$ cat src/rtl/four_level_page_table_walker_unit_macros.svh
// Assertion macros for the page table walker.
// Used by the top level only; no other dependencies.
`ifndef FOUR_LEVEL_PAGE_TABLE_WALKER_UNIT_MACROS_SVH
`define FOUR_LEVEL_PAGE_TABLE_WALKER_UNIT_MACROS_SVH

// same-cycle implication
`define FPW_ASSERT_NOW(label, clk, rst_n, a, b) \
    label: assert property (@(posedge clk) disable iff (!rst_n) (a) |-> (b)) \
        else $error("fpw check failed");

// next-cycle implication
`define FPW_ASSERT_NEXT(label, clk, rst_n, a, b) \
    label: assert property (@(posedge clk) disable iff (!rst_n) (a) |=> (b)) \
        else $error("fpw check failed");

`endif

$ cat src/rtl/fpw_pkg.sv
// Shared types and constants for the page table walker.
// No dependencies; used by fpw_ctrl, fpw_datapath and the top level.
package fpw_pkg;

    localparam int TABLE_FRAMES_DEF  = 64;
    localparam int ENTRIES_PER_TABLE = 512;
    localparam int SLOT_W            = 9;

    localparam logic [2:0] MODE_XLATE = 3'd0;
    localparam logic [2:0] MODE_MAP   = 3'd1;
    localparam logic [2:0] MODE_UNMAP = 3'd2;
    localparam logic [2:0] MODE_WRITE = 3'd3;
    localparam logic [2:0] MODE_READ  = 3'd4;

    localparam logic [1:0] ST_OK       = 2'd0;
    localparam logic [1:0] ST_UNMAPPED = 2'd1;
    localparam logic [1:0] ST_NOFRAME  = 2'd2;
    localparam logic [1:0] ST_OUTSIDE  = 2'd3;

    localparam logic CFG_ROOT = 1'b0;
    localparam logic CFG_FREE = 1'b1;

    typedef enum logic [2:0] {
        WS_SWEEP = 3'd0,
        WS_LINK  = 3'd1,
        WS_WIDEN = 3'd2,
        WS_LEAF  = 3'd3,
        WS_UNMAP = 3'd4,
        WS_RAW   = 3'd5
    } wsel_t;

    typedef struct packed {
        logic       latch;
        logic       rd_walk;
        logic       rd_raw;
        logic       wr_en;
        wsel_t      wsel;
        logic       sweep_step;
        logic       alloc;
        logic       descend_mem;
        logic       descend_nf;
        logic       set_status;
        logic [1:0] status;
        logic       set_phys;
        logic       set_data;
        logic       set_inv;
        logic       out_load;
    } ctl_cmd_t;

    typedef struct packed {
        logic [2:0] mode;
        logic       root_ok;
        logic       idx_ok;
        logic       present;
        logic       huge;
        logic       child_ok;
        logic       alloc_ok;
        logic       leaf_lvl;
        logic       last_lvl;
        logic       user_flag;
        logic       row_end;
        logic       all_end;
        logic       out_free;
    } ctl_sts_t;

endpackage

$ cat src/rtl/fpw_ctrl.sv
// Walk sequencer for the page table walker.
// Depends on fpw_pkg; drives fpw_datapath through ctl_cmd_t.
module fpw_ctrl
(
    input  logic              clk,
    input  logic              rst_n,
    input  logic              in_valid,
    output logic              in_ready,
    input  fpw_pkg::ctl_sts_t sts,
    output fpw_pkg::ctl_cmd_t cmd
);

    typedef enum logic [9:0] {
        S_CLEAR    = 10'b0000000001,
        S_IDLE     = 10'b0000000010,
        S_DISPATCH = 10'b0000000100,
        S_RD       = 10'b0000001000,
        S_EVAL     = 10'b0000010000,
        S_ZERO     = 10'b0000100000,
        S_LINK     = 10'b0001000000,
        S_LEAF     = 10'b0010000000,
        S_RAWQ     = 10'b0100000000,
        S_DONE     = 10'b1000000000
    } state_t;

    state_t state_reg, state_next;

    assign in_ready = (state_reg == S_IDLE);

    always_ff @(posedge clk or negedge rst_n)
    begin
        if (!rst_n)
            state_reg <= S_CLEAR;
        else
            state_reg <= state_next;
    end

    always_comb
    begin
        cmd        = '0;
        cmd.wsel   = fpw_pkg::WS_SWEEP;
        state_next = state_reg;
        case (state_reg)
            S_CLEAR:
            begin
                cmd.wr_en      = 1'b1;
                cmd.sweep_step = 1'b1;
                if (sts.all_end)
                    state_next = S_IDLE;
            end
            S_IDLE:
            begin
                if (in_valid)
                begin
                    cmd.latch  = 1'b1;
                    state_next = S_DISPATCH;
                end
            end
            S_DISPATCH:
            begin
                state_next = S_DONE;
                if (sts.mode == fpw_pkg::MODE_XLATE || sts.mode == fpw_pkg::MODE_MAP ||
                    sts.mode == fpw_pkg::MODE_UNMAP)
                begin
                    if (sts.root_ok)
                        state_next = S_RD;
                    else
                    begin
                        cmd.set_status = 1'b1;
                        cmd.status     = fpw_pkg::ST_OUTSIDE;
                    end
                end
                else if (sts.mode == fpw_pkg::MODE_WRITE || sts.mode == fpw_pkg::MODE_READ)
                begin
                    if (!sts.idx_ok)
                    begin
                        cmd.set_status = 1'b1;
                        cmd.status     = fpw_pkg::ST_OUTSIDE;
                    end
                    else if (sts.mode == fpw_pkg::MODE_WRITE)
                    begin
                        cmd.wr_en = 1'b1;
                        cmd.wsel  = fpw_pkg::WS_RAW;
                    end
                    else
                    begin
                        cmd.rd_raw = 1'b1;
                        state_next = S_RAWQ;
                    end
                end
            end
            S_RD:
            begin
                cmd.rd_walk = 1'b1;
                state_next  = S_EVAL;
            end
            S_EVAL:
            begin
                state_next = S_DONE;
                if (sts.leaf_lvl)
                begin
                    if (sts.mode == fpw_pkg::MODE_UNMAP)
                    begin
                        cmd.wr_en   = 1'b1;
                        cmd.wsel    = fpw_pkg::WS_UNMAP;
                        cmd.set_inv = 1'b1;
                    end
                    else if (sts.present)
                        cmd.set_phys = 1'b1;
                    else
                    begin
                        cmd.set_status = 1'b1;
                        cmd.status     = fpw_pkg::ST_UNMAPPED;
                    end
                end
                else if (sts.mode == fpw_pkg::MODE_MAP)
                begin
                    if (sts.huge)
                    begin
                        cmd.set_status = 1'b1;
                        cmd.status     = fpw_pkg::ST_UNMAPPED;
                    end
                    else if (!sts.present)
                    begin
                        if (sts.alloc_ok)
                        begin
                            cmd.alloc  = 1'b1;
                            state_next = S_ZERO;
                        end
                        else
                        begin
                            cmd.set_status = 1'b1;
                            cmd.status     = fpw_pkg::ST_NOFRAME;
                        end
                    end
                    else
                    begin
                        // present table: widen user bit if requested, then descend if the child frame is in range
                        if (sts.user_flag)
                        begin
                            cmd.wr_en = 1'b1;
                            cmd.wsel  = fpw_pkg::WS_WIDEN;
                        end
                        if (!sts.child_ok)
                        begin
                            cmd.set_status = 1'b1;
                            cmd.status     = fpw_pkg::ST_OUTSIDE;
                        end
                        else
                        begin
                            cmd.descend_mem = 1'b1;
                            state_next      = sts.last_lvl ? S_LEAF : S_RD;
                        end
                    end
                end
                else if (!sts.present || sts.huge)
                begin
                    cmd.set_status = 1'b1;
                    cmd.status     = fpw_pkg::ST_UNMAPPED;
                end
                else if (!sts.child_ok)
                begin
                    cmd.set_status = 1'b1;
                    cmd.status     = fpw_pkg::ST_OUTSIDE;
                end
                else
                begin
                    cmd.descend_mem = 1'b1;
                    state_next      = S_RD;
                end
            end
            S_ZERO:
            begin
                cmd.wr_en      = 1'b1;
                cmd.sweep_step = 1'b1;
                if (sts.row_end)
                    state_next = S_LINK;
            end
            S_LINK:
            begin
                cmd.wr_en      = 1'b1;
                cmd.wsel       = fpw_pkg::WS_LINK;
                cmd.descend_nf = 1'b1;
                state_next     = sts.last_lvl ? S_LEAF : S_RD;
            end
            S_LEAF:
            begin
                cmd.wr_en  = 1'b1;
                cmd.wsel   = fpw_pkg::WS_LEAF;
                state_next = S_DONE;
            end
            S_RAWQ:
            begin
                cmd.set_data = 1'b1;
                state_next   = S_DONE;
            end
            S_DONE:
            begin
                if (sts.out_free)
                begin
                    cmd.out_load = 1'b1;
                    state_next   = S_IDLE;
                end
            end
            default:
            begin
                state_next = S_IDLE;
            end
        endcase
    end

endmodule

$ cat config.mk
export PLATFORM = sky130hd
export DESIGN_NAME = fpw_ctrl
export DESIGN_NICKNAME = d
export VERILOG_FILES = /design/src/rtl/four_level_page_table_walker_unit_macros.svh /design/src/rtl/fpw_pkg.sv /design/src/rtl/fpw_ctrl.sv
export SDC_FILE = /design/constraint.sdc
export NUM_CORES = 1
export LEC_CHECK = 0
export BUFFER_PORTS_ARGS = -buffer_cell sky130_fd_sc_hd__buf_2
export CORE_ASPECT_RATIO = 1.5
export CORE_MARGIN = 2
export CORE_UTILIZATION = 45
export CTS_CLUSTER_DIAMETER = 40
export DETAILED_ROUTE_END_ITERATION = 8
export GPL_TIMING_DRIVEN = 0
export PLACE_DENSITY_LB_ADDON = 0.2
export SLEW_MARGIN = 20
export SYNTH_ARGS = -nofsm -noshare
export SYNTH_HDL_FRONTEND = slang
export SYNTH_SLANG_ARGS = --single-unit
export TNS_END_PERCENT = 5
$ cat constraint.sdc
create_clock -name clk -period 2 [get_ports clk]
set_clock_uncertainty 0.15 [all_clocks]
set_input_delay 0.1 -clock clk [delete_from_list [all_inputs] [get_ports clk]]
set_output_delay 0.1 -clock clk [all_outputs]
set_load 0.1 [all_outputs]
## After elaboration in Yosys (flattened, before gate mapping)

Index checks and enable logic that the tools add are counted.

- Input bits: 18
- Output and inout bits: 19
- Bits in registers: 10
- Word-level logic and storage cells: 100

- Reductions and logical operators: 10
- Equal/unequal tests: 18
- Muxes and demuxes: 71

Operator list:

| operator | number |
|---|---|
| two-way mux 10 bit | 17 |
| one-hot mux 10 bit (9 select lines) | 1 |
| two-way mux 3 bit | 12 |
| two-way mux 4 bit | 8 |
| two-way mux 1 bit | 23 |
| two-way mux 5 bit | 3 |
| one-hot mux 3 bit (4 select lines) | 1 |
| == test 10 x 1 -> 1 bit, second input constant | 1 |
| == test 10 bit, second input constant | 1 |
| == test 10 x 2 -> 1 bit, second input constant | 1 |
| == test 10 x 3 -> 1 bit, second input constant | 1 |
| == test 10 x 4 -> 1 bit, second input constant | 1 |
| == test 10 x 5 -> 1 bit, second input constant | 1 |
| == test 10 x 6 -> 1 bit, second input constant | 1 |
| == test 10 x 7 -> 1 bit, second input constant | 1 |
| == test 10 x 8 -> 1 bit, second input constant | 1 |
| == test 10 x 9 -> 1 bit, second input constant | 1 |
| two-way mux 8 bit | 1 |
| != test 2 bit, second input constant | 4 |
| == test 3 x 2 -> 1 bit, second input constant | 2 |
| two-way mux 2 bit | 3 |
| one-hot mux 3 bit (2 select lines) | 1 |
| logical OR 1 bit | 4 |
| AND reduction 4 bit | 1 |
| 7 further kinds | 8 |

## Longest topological paths before layout

Gate-level depths: netlist (run 1).

- Depth in word-level cells: 7
- Depth in mapped cells: 5

## Worst setup path before layout (run 1)

OpenSTA, ideal clock, no wires.

- Kind: register -> output
- Start point: register state_reg[3]
- End point: output cmd[14] in the netlist's numbering
- Required time: 1750 ps
- Data arrival time: 4022 ps
- Cell stages (with the launch flop): 5
- Path slack: -2272 ps
- Buffers on the path: 0
- Cell sequence: dfrtp_1 -> nor4_4 -> nand3_1 -> o21ai_0 -> or3_1

RTL lines:

| element | line | text |
|---|---|---|
| start: declaration | fpw_ctrl.sv:26 | `state_t state_reg, state_next;` |
| start signal: assignment | fpw_ctrl.sv:35 | `state_reg <= state_next;` |
| end: declaration | fpw_ctrl.sv:10 | `output fpw_pkg::ctl_cmd_t cmd` |

==> results of run 1 <==
[cell type report]
| class | instances | area (um^2) |
|---|---|---|
| clock buffers | 4 | 36.3 |
| inverters | 8 | 30.0 |
| flip-flops and latches | 10 | 258 |
| well taps | 22 | 27.5 |
| fillers | 112 | 225 |
| multi-input cells | 105 | 862 |
| repair buffers | 58 | 591 |
| plain buffers | 3 | 22.5 |
[power groups by stage]
stage | registers, mW | clock network [mW] | logic (mW)
4_1_cts | 0.291 | 0.188 | 0.906
3_3_place_gp | 0.286 | 0 | 0.643
2_1_floorplan | 0.275 | 0 | 0.537
5_1_grt | 0.290 | 0.200 | 1.05
6_report | 0.286 | 0.193 | 1.00
3_5_place_dp | 0.288 | 0 | 0.654
[worst max-delay path, stage by stage, from the launching register on]
cell and delay (ns):
dfstp_2 0.61, nor4_4 0.06, buf_4 0.17, nand2_1 0.19, a21oi_1 0.07, or3_4 0.41
buf_12 0.18
[cell usage in the layout (no fill, tap or decap), types with 5 or more instances in the layout]
cell / n
nand4_1: 7
o21ai_0: 5
buf_2: 16
dlygate4sd3_1: 6
buf_6: 5
buf_4: 19
nor2_1: 9
inv_1: 7
buf_12: 12
dfrtp_2: 5
nand2_1: 8
[metrics by stage]
| stage | hold WS (ns) | worst slack (ns) | std cells | area [um^2] |
|---|---|---|---|---|
| 3_3_place_gp | -0.179 | -0.352 | 186 | 1260 |
| 6_report | 0.00700 | -0.233 | 210 | 1830 |
| 4_1_cts | 0.00888 | -0.170 | 205 | 1740 |
| 3_5_place_dp | -0.173 | -0.381 | 186 | 1260 |
| 5_1_grt | 0.0316 | -0.297 | 210 | 1830 |
| 2_1_floorplan | -0.346 | -0.675 | 129 | 1060 |
[path summary, 6_finish.rpt]
| kind | from | to | slack [ns] | cells past startpoint |
|---|---|---|---|---|
| hold / removal | sts[0] | state_reg[9] | 0.007 | 3 |
| setup reg to reg | state_reg[2] | state_reg[1] | 0.09 | 6 |
| setup / recovery | state_reg[0] | cmd[14] | -0.23 | 6 |
| hold reg to reg | state_reg[1] | state_reg[4] | 0.52 | 2 |
| max in group asynchronous | rst_n | state_reg[0] | 1.38 | 2 |
| min in group asynchronous | rst_n | state_reg[4] | 0.06 | 2 |
[cells by family (layout without fill, tap and decap cells)]
group / count (synthesis) / in the layout / share of synthesized area, %
AOI/OAI and AO/OA: 25 / 25 / 15.2
xor gates and xnor gates: 3 / 3 / 2.64
buffers and inverters: 14 / 73 / 5.53
DFF: 10 / 10 / 25.3
and+or+nand+nor: 77 / 77 / 51.3
[layer usage]
| layer | GRT usage, % | wire length (um) | part of all wire [%] | vias to the layer above |
|---|---|---|---|---|
| met2 | 57.1 | 2300 | 56 | 90 |
| li1 | - | - | - | 604 |
| met5 | 0 | 0 | 0 | - |
| met3 | 2.93 | 274 | 6.7 | 21 |
| met1 | 30.6 | 1330 | 32 | 633 |
| met4 | 23.7 | 206 | 5.0 | 0 |
[timing repair]
action | in CTS | in global routing
hold buffers | 6 | 0
setup endpoints to repair | 20 | 21
pin swaps | 8 | 8
gates resized for setup | 80 | 15
buffers inserted | 12 | 5
endpoints found under the hold margin | 18 | 0
==> flow_summary.toml, run 1 <==
[outcome]
status = "finished, violations left"
violations = "setup timing"

[global_routing]
grt_max_degree = 11
antenna_found_initial = 0
grt_pass1_vias = 1323
overflow = 0
grt_usage_pct = 30.3
grt_first_pass_wirelength_um = 5950

[power_and_ir_drop]
switching_share_pct = 48.8
p_total_mw = 1.48
internal_power_mw = 0.759
ir_drop_uv = 505
p_clk_share_pct = 13.0
p_sw_mw = 0.723
p_comb_share_pct = 67.7
powerDensity_mw_per_mm2 = 811
pwr-share-seq_pct = 19.3
p_leak_nw = 0.813

[yosys]
synth_seq_cells = 10
synth_flop_cell = "dfrtp_1"
yosys_warnings = 0
synth_top_area_share_pct = 22.6
synth.most_common_cell = "nor2_1"
netlist_area_um2 = 995
synth_cell_types = 38
postSynthNetCount = 147
yosys-top-cells-area = "dfrtp_1 23%, o21ai_0 4.5%, nor2_1 4.5%"
synthCells = 129
synth_enable_flop_cells = 0
synth-async-reset-ratio_pct = 100
synth_sequential_area_ratio_pct = 25.3
yosys.area.top_type = "dfrtp_1"
yosys-top-cells-count = "12 x nor2_1, 9 x dfrtp_1, 9 x o21ai_0"
postSynthAreaPerCell_um2 = 7.71

[drt]
vias = 1348
routedWlPerCell_um = 19.6
antenna_left = 0
avgViaCountPerCell = 6.42
drt-total-wl_um = 4110
dr.pass1.iters = 4
detail_route.iter0.violations = 39
drc_errors = 0

[clock_network]
htreeDepth = 1
cts.sink_count = 10
tritoncts = "built"
cts_root_buffer = "clkbuf_4"
clock_latency_ns = 0.28
clkTransAtPathRegs_ns = 0.07
cts-buffers-inserted = 3
clk_path_buf_depth = 2

[sta]
period_needed_ns = 2.23
hold_violations = 0
tightestPinTransition_ns = 0.555
totalNegativeSetupSlack_ns = -2.14
slew_violations = 0
fin_crit_sh_pct = 112
fmaxAchievable_mhz = 448
rsz0062_at_grt = "true"
timing.final.ws_setup_ns = -0.233
slew_headroom_pct = 62.9
setup_violations = 18

[job]
drv_cap = 0

[floorplan]
core_mm2 = 0.00205
die_area_mm2 = 0.00261
die_w_um = 42.4
num_rows = 20
die_y_um = 61.6
initial_utilization_pct = 48.5
ioPinCount = 37

[critical_path]
critical_path_class = "reg -> out"
start_kind = "flip-flop"
cp_max_fo = 7
cp.required_ns = 1.75
crit_arrival_ns = 1.98
endpoint_kind = "output port"

[cells_and_area]
diodes = 0
fin_util_pct = 89.0
final_layout_size_suffix_gt1_share_pct = 50.5
area_growth_pct = 83.6
largest_register_ffs = 10
fin_nets = 207

[place]
gp_congestion = 0.873
place_hpwl_um = 2260
io_buffers = 35

[worst_hold_path]
worstHoldPathType = "in -> reg"
(Power assumes the default switching activity.)
==> run 2, diff against run 1 <==
Settings changed: CTS_BUF_LIST from default to sky130_fd_sc_hd__clkbuf_4 sky130_fd_sc_hd__clkbuf_8, PLACE_DENSITY from default to 0.74, PLACE_DENSITY_LB_ADDON 0.2 to default.
==> run 2 against run 1 <==
Net effect:
- the run still ends with setup timing left
- clock power decreased by 4%
- fmax increased by 0.46%
- sequential power about the same
- combinational power increased by 9%
- via count increased by 1.4%
==> flow_summary.toml, run 2 (same netlist as run 1, synthesis figures left out) <==
[clock_network]
clkTransAtPathRegs_ns = 0.07
clk_path_buf_depth = 2
cts.sink_count = 10
cts_root_buffer = "clkbuf_4"
clock_latency_ns = 0.27
htreeDepth = 1
tritoncts = "built"
cts-buffers-inserted = 3

[global_routing]
antenna_found_initial = 0
grt_usage_pct = 30.1
overflow = 0
grt_pass1_vias = 1318
grt_max_degree = 11
grt_first_pass_wirelength_um = 5840

[drt]
antenna_left = 0
avgViaCountPerCell = 6.54
dr.pass1.iters = 4
routedWlPerCell_um = 20.6
drt-total-wl_um = 4300
vias = 1367
drc_errors = 0
detail_route.iter0.violations = 70

[cells_and_area]
area_growth_pct = 89.1
final_area_mm2 = 0.00188
mostFrequentLayoutCell = "buf_4"
fin_util_pct = 91.6
largest_register_ffs = 10
fin_nets = 206
final_cell_mix = "17 x buf_4, 16 x buf_2, 15 x buf_12"
final_layout_size_suffix_gt1_share_pct = 53.5
diodes = 0

[worst_hold_path]
worstHoldPathType = "in -> reg"

[critical_path]
start_kind = "flip-flop"
cp_max_fo = 6
critical_path_class = "reg -> out"
crit_arrival_ns = 1.97
cp.required_ns = 1.75
endpoint_kind = "output port"

[power_and_ir_drop]
ir_drop_uv = 531
p_leak_nw = 0.809
internal_power_mw = 0.806
p_clk_share_pct = 11.8
p_comb_share_pct = 69.9
p_sw_mw = 0.758
switching_share_pct = 48.5
powerDensity_mw_per_mm2 = 832
pwr-share-seq_pct = 18.3

[outcome]
violations = "setup timing"
status = "finished, violations left"

[sta]
timing.final.ws_setup_ns = -0.222
totalNegativeSetupSlack_ns = -2.27
hold_violations = 0
fmaxAchievable_mhz = 450
rsz0062_at_grt = "true"
setup_violations = 16
holdWs_ns = 0.0266
tightestPinTransition_ns = 0.626
period_needed_ns = 2.22
fin_crit_sh_pct = 111
slew_violations = 0
slew_headroom_pct = 58.2

[place]
gp_congestion = 0.840
dpl-instance-area_mm2 = 0.00126
place_hpwl_um = 2270
io_buffers = 35

[floorplan]
die_area_mm2 = 0.00261
die_y_um = 61.6
ioPinCount = 37
die_w_um = 42.4
core_mm2 = 0.00205
num_rows = 20
initial_utilization_pct = 48.5

[job]
drv_cap = 0
## run 2: cell count changes in the layout (fill, tap and decap cells not counted), sizes merged
cell / change
buf: -1
## run 2: final cells by class
class / instances / area (um^2)
repair buffers: 57 / 609
inverters: 8 / 30.0
well taps: 22 / 27.5
plain buffers: 3 / 22.5
clock buffers: 4 / 36.3
flip-flops and latches: 10 / 260
fillers: 82 / 171
multi-input cells: 105 / 895
## run 2: stage by stage
step,total power [mW],worst slack [ns],instances
3_5_place_dp,0.941,-0.413,186
5_1_grt,1.61,-0.263,209
2_1_floorplan,0.812,-0.675,129
3_3_place_gp,0.929,-0.357,186
6_report,1.56,-0.222,209
4_1_cts,1.41,-0.173,204
## run 2: worst paths after layout
| kind | startpoint | endpoint | slack, ns | cells after the start |
|---|---|---|---|---|
| min in group asynchronous | rst_n | state_reg[2] | 0.11 | 2 |
| worst max-delay path | state_reg[5] | cmd[1] | -0.22 | 6 |
| worst max register to register | state_reg[5] | state_reg[9] | 0.05 | 5 |
| worst min-delay path | sts[8] | state_reg[9] | 0.03 | 3 |
| max in group asynchronous | rst_n | state_reg[0] | 1.33 | 2 |
| worst min register to register | state_reg[1] | state_reg[4] | 0.55 | 2 |
## run 2: critical path: stages (launching register included)
cell	delay, ns
dfrtp_2	0.47
nor4b_4	0.32
buf_4	0.19
and3_4	0.24
buf_4	0.12
and3_4	0.19
buf_12	0.17
## run 2: power groups by stage
stage | Clock [mW] | Combinational, mW | Sequential [mW]
after floorplan | 0 | 0.537 | 0.275
after global placement | 0 | 0.643 | 0.286
after detailed placement | 0 | 0.653 | 0.288
after CTS | 0.187 | 0.938 | 0.281
after global routing | 0.196 | 1.13 | 0.288
final | 0.185 | 1.09 | 0.286
## run 2: layer usage
layer	wire [um]	part of all wire, %	GRT usage (%)
met5	0	0	0
met3	258	6.0	2.93
met1	1490	35	30.6
met4	150	3.5	25.4
met2	2400	56	55.6
## run 2: what timing repair did
item	4_1_cts	5_1_grt
setup buffers	11	5
resized for setup	86	22
endpoints found under the setup margin	20	19
pin swaps	9	8
hold buffers	6	0
hold endpoints to repair	18	0
==> run 3, diff against run 2 <==
Settings changed: REMOVE_ABC_BUFFERS from default to 1.
==> run 3 against run 2 <==
Net effect:
- the flow still finishes with violations (setup timing)
- cell area fell by 6.9%
- critical path depth did not move
- power fell by 11%
- combinational power fell by 18%
- critical endpoint is now cmd[14]
- highest routed layer unchanged
==> flow_summary.toml, run 3 (same netlist as run 1, synthesis figures left out) <==
[place]
io_buffers = 36
place_hpwl_um = 2120
numPlacedInstances = 181
gp_congestion = 0.865

[floorplan]
die_w_um = 42.4
ioPinCount = 37
die_y_um = 61.6
die_area_mm2 = 0.00261
num_rows = 20
core_mm2 = 0.00205
initial_utilization_pct = 48.5

[cells_and_area]
largest_register_ffs = 10
mostFrequentLayoutCell = "buf_2"
area_growth_pct = 76.1
fillers = 117
final_cell_mix = "17 x buf_2, 16 x buf_4, 12 x buf_12"
fin_nets = 203
multi_input_area_um2 = 826
final_cells = 206
fin_util_pct = 85.4
diodes = 0
seq_area_um2 = 260
final_layout_size_suffix_gt1_share_pct = 48.4

[critical_path]
max_stage_delay_ns = 0.46
critical_path_class = "reg -> out"
cp_max_fo = 5
crit_buf_inv = 2
cp.required_ns = 1.75
worst_path_dominant_cell_family = "simple AND/OR/NAND/NOR gates"
cp_cell_sequence = "nor4b_4 > buf_4 > nand4_1 > a21oi_1 > or3_4 > buf_12"
crit_arrival_ns = 1.96
cp-startpoint = "state_reg[5]"
r2r_cells = 4
timing.rr.start = "state_reg[5]"
cp.depth = 6
endpoint_kind = "output port"
cp_slowest_cell = "dfrtp_2"
start_kind = "flip-flop"

[drt]
vias = 1298
antenna_left = 0
routedWlPerCell_um = 18.6
detail_route.iter0.violations = 29
drc_errors = 0
dr.pass1.iters = 4
drt-total-wl_um = 3820
avgViaCountPerCell = 6.30

[worst_hold_path]
worstHoldPathType = "in -> reg"
hp-start = "sts[14]"
min_path_cells = 3

[clock_network]
clock_latency_ns = 0.28
tritoncts = "built"
cts_root_buffer = "clkbuf_4"
cts-buffers-inserted = 3
htreeDepth = 1
clk_path_buf_depth = 2
clkTransAtPathRegs_ns = 0.07
cts.sink_count = 10

[global_routing]
grt_pass1_vias = 1278
grt_first_pass_wirelength_um = 5770
grt_usage_pct = 29.5
antenna_found_initial = 0
grt_max_degree = 11
overflow = 0

[sta]
slew_headroom_pct = 70.9
period_needed_ns = 2.21
fin_crit_sh_pct = 111
rsz0062_at_grt = "true"
holdWs_ns = 0.00644
hold_violations = 0
tightestPinTransition_ns = 0.435
fmaxAchievable_mhz = 452
slew_violations = 0
setup_violations = 17
timing.final.ws_setup_ns = -0.213

[power_and_ir_drop]
pwr-share-seq_pct = 22.2
p_clk_share_pct = 13.7
powerDensity_mw_per_mm2 = 797
p_sw_mw = 0.685
internal_power_mw = 0.712
ir_drop_uv = 483
switching_share_pct = 49.0
p_leak_nw = 0.771
p_comb_share_pct = 64.0

[outcome]
violations = "setup timing"
status = "finished, violations left"

[job]
drv_cap = 0
[run 3: power groups by stage]
stage                     combinational (mW)  sequential, mW  clock [mW]
after floorplan                        0.489           0.283           0
after global placement                 0.595           0.297           0
after detailed placement               0.603           0.299           0
after CTS                              0.817           0.303       0.191
after global routing                   0.935           0.315       0.199
final                                  0.894           0.311       0.192
[run 3: per-layer routing]
metal / global-route usage (%) / vias up / part of all wire [%]
li1: - / 595 / -
met1: 29.6 / 614 / 35
met2: 55.4 / 70 / 54
met3: 3.81 / 19 / 5.3
met4: 22.3 / 0 / 5.8
met5: 0 / - / 0
[run 3: worst paths after layout]
kind,end,slack (ns)
setup / recovery,cmd[14],-0.21
hold reg to reg,state_reg[4],0.48
max in group asynchronous,state_reg[0],1.39
setup reg to reg,state_reg[1],0.12
min in group asynchronous,state_reg[2],0.05
hold / removal,state_reg[8],0.006
[run 3: metrics by stage]
step | total power, mW | setup TNS, ns | instance area [um^2] | worst slack, ns
2_1_floorplan | 0.772 | -16.15 | 970 | -2.27
3_3_place_gp | 0.891 | -2.80 | 1180 | -0.359
3_5_place_dp | 0.902 | -2.81 | 1180 | -0.376
4_1_cts | 1.31 | -1.53 | 1680 | -0.180
5_1_grt | 1.45 | -3.53 | 1750 | -0.286
6_report | 1.40 | -2.11 | 1750 | -0.213
[run 3: worst register-to-register path, cell delays in order (launching register included)]
cell	delay (ns)
dfrtp_2	0.46
or4b_1	0.60
nor4b_4	0.32
nand4b_1	0.16
o2bb2ai_1	0.06
[run 3: cell type report]
cell class              count  area share (%)
multi-input cells         105            47.1
repair buffers             57            32.6
flip-flops and latches     10            14.9
clock buffers               4            2.07
inverters                   8            1.71
well taps                  22            1.57
[run 3: what timing repair did]
action                                 CTS  global route
setup endpoints to repair               19            19
pin swaps                                8             4
setup buffers                           13             1
endpoints found under the hold margin   19             0
resized for setup                       85            15
hold buffers                             7             0
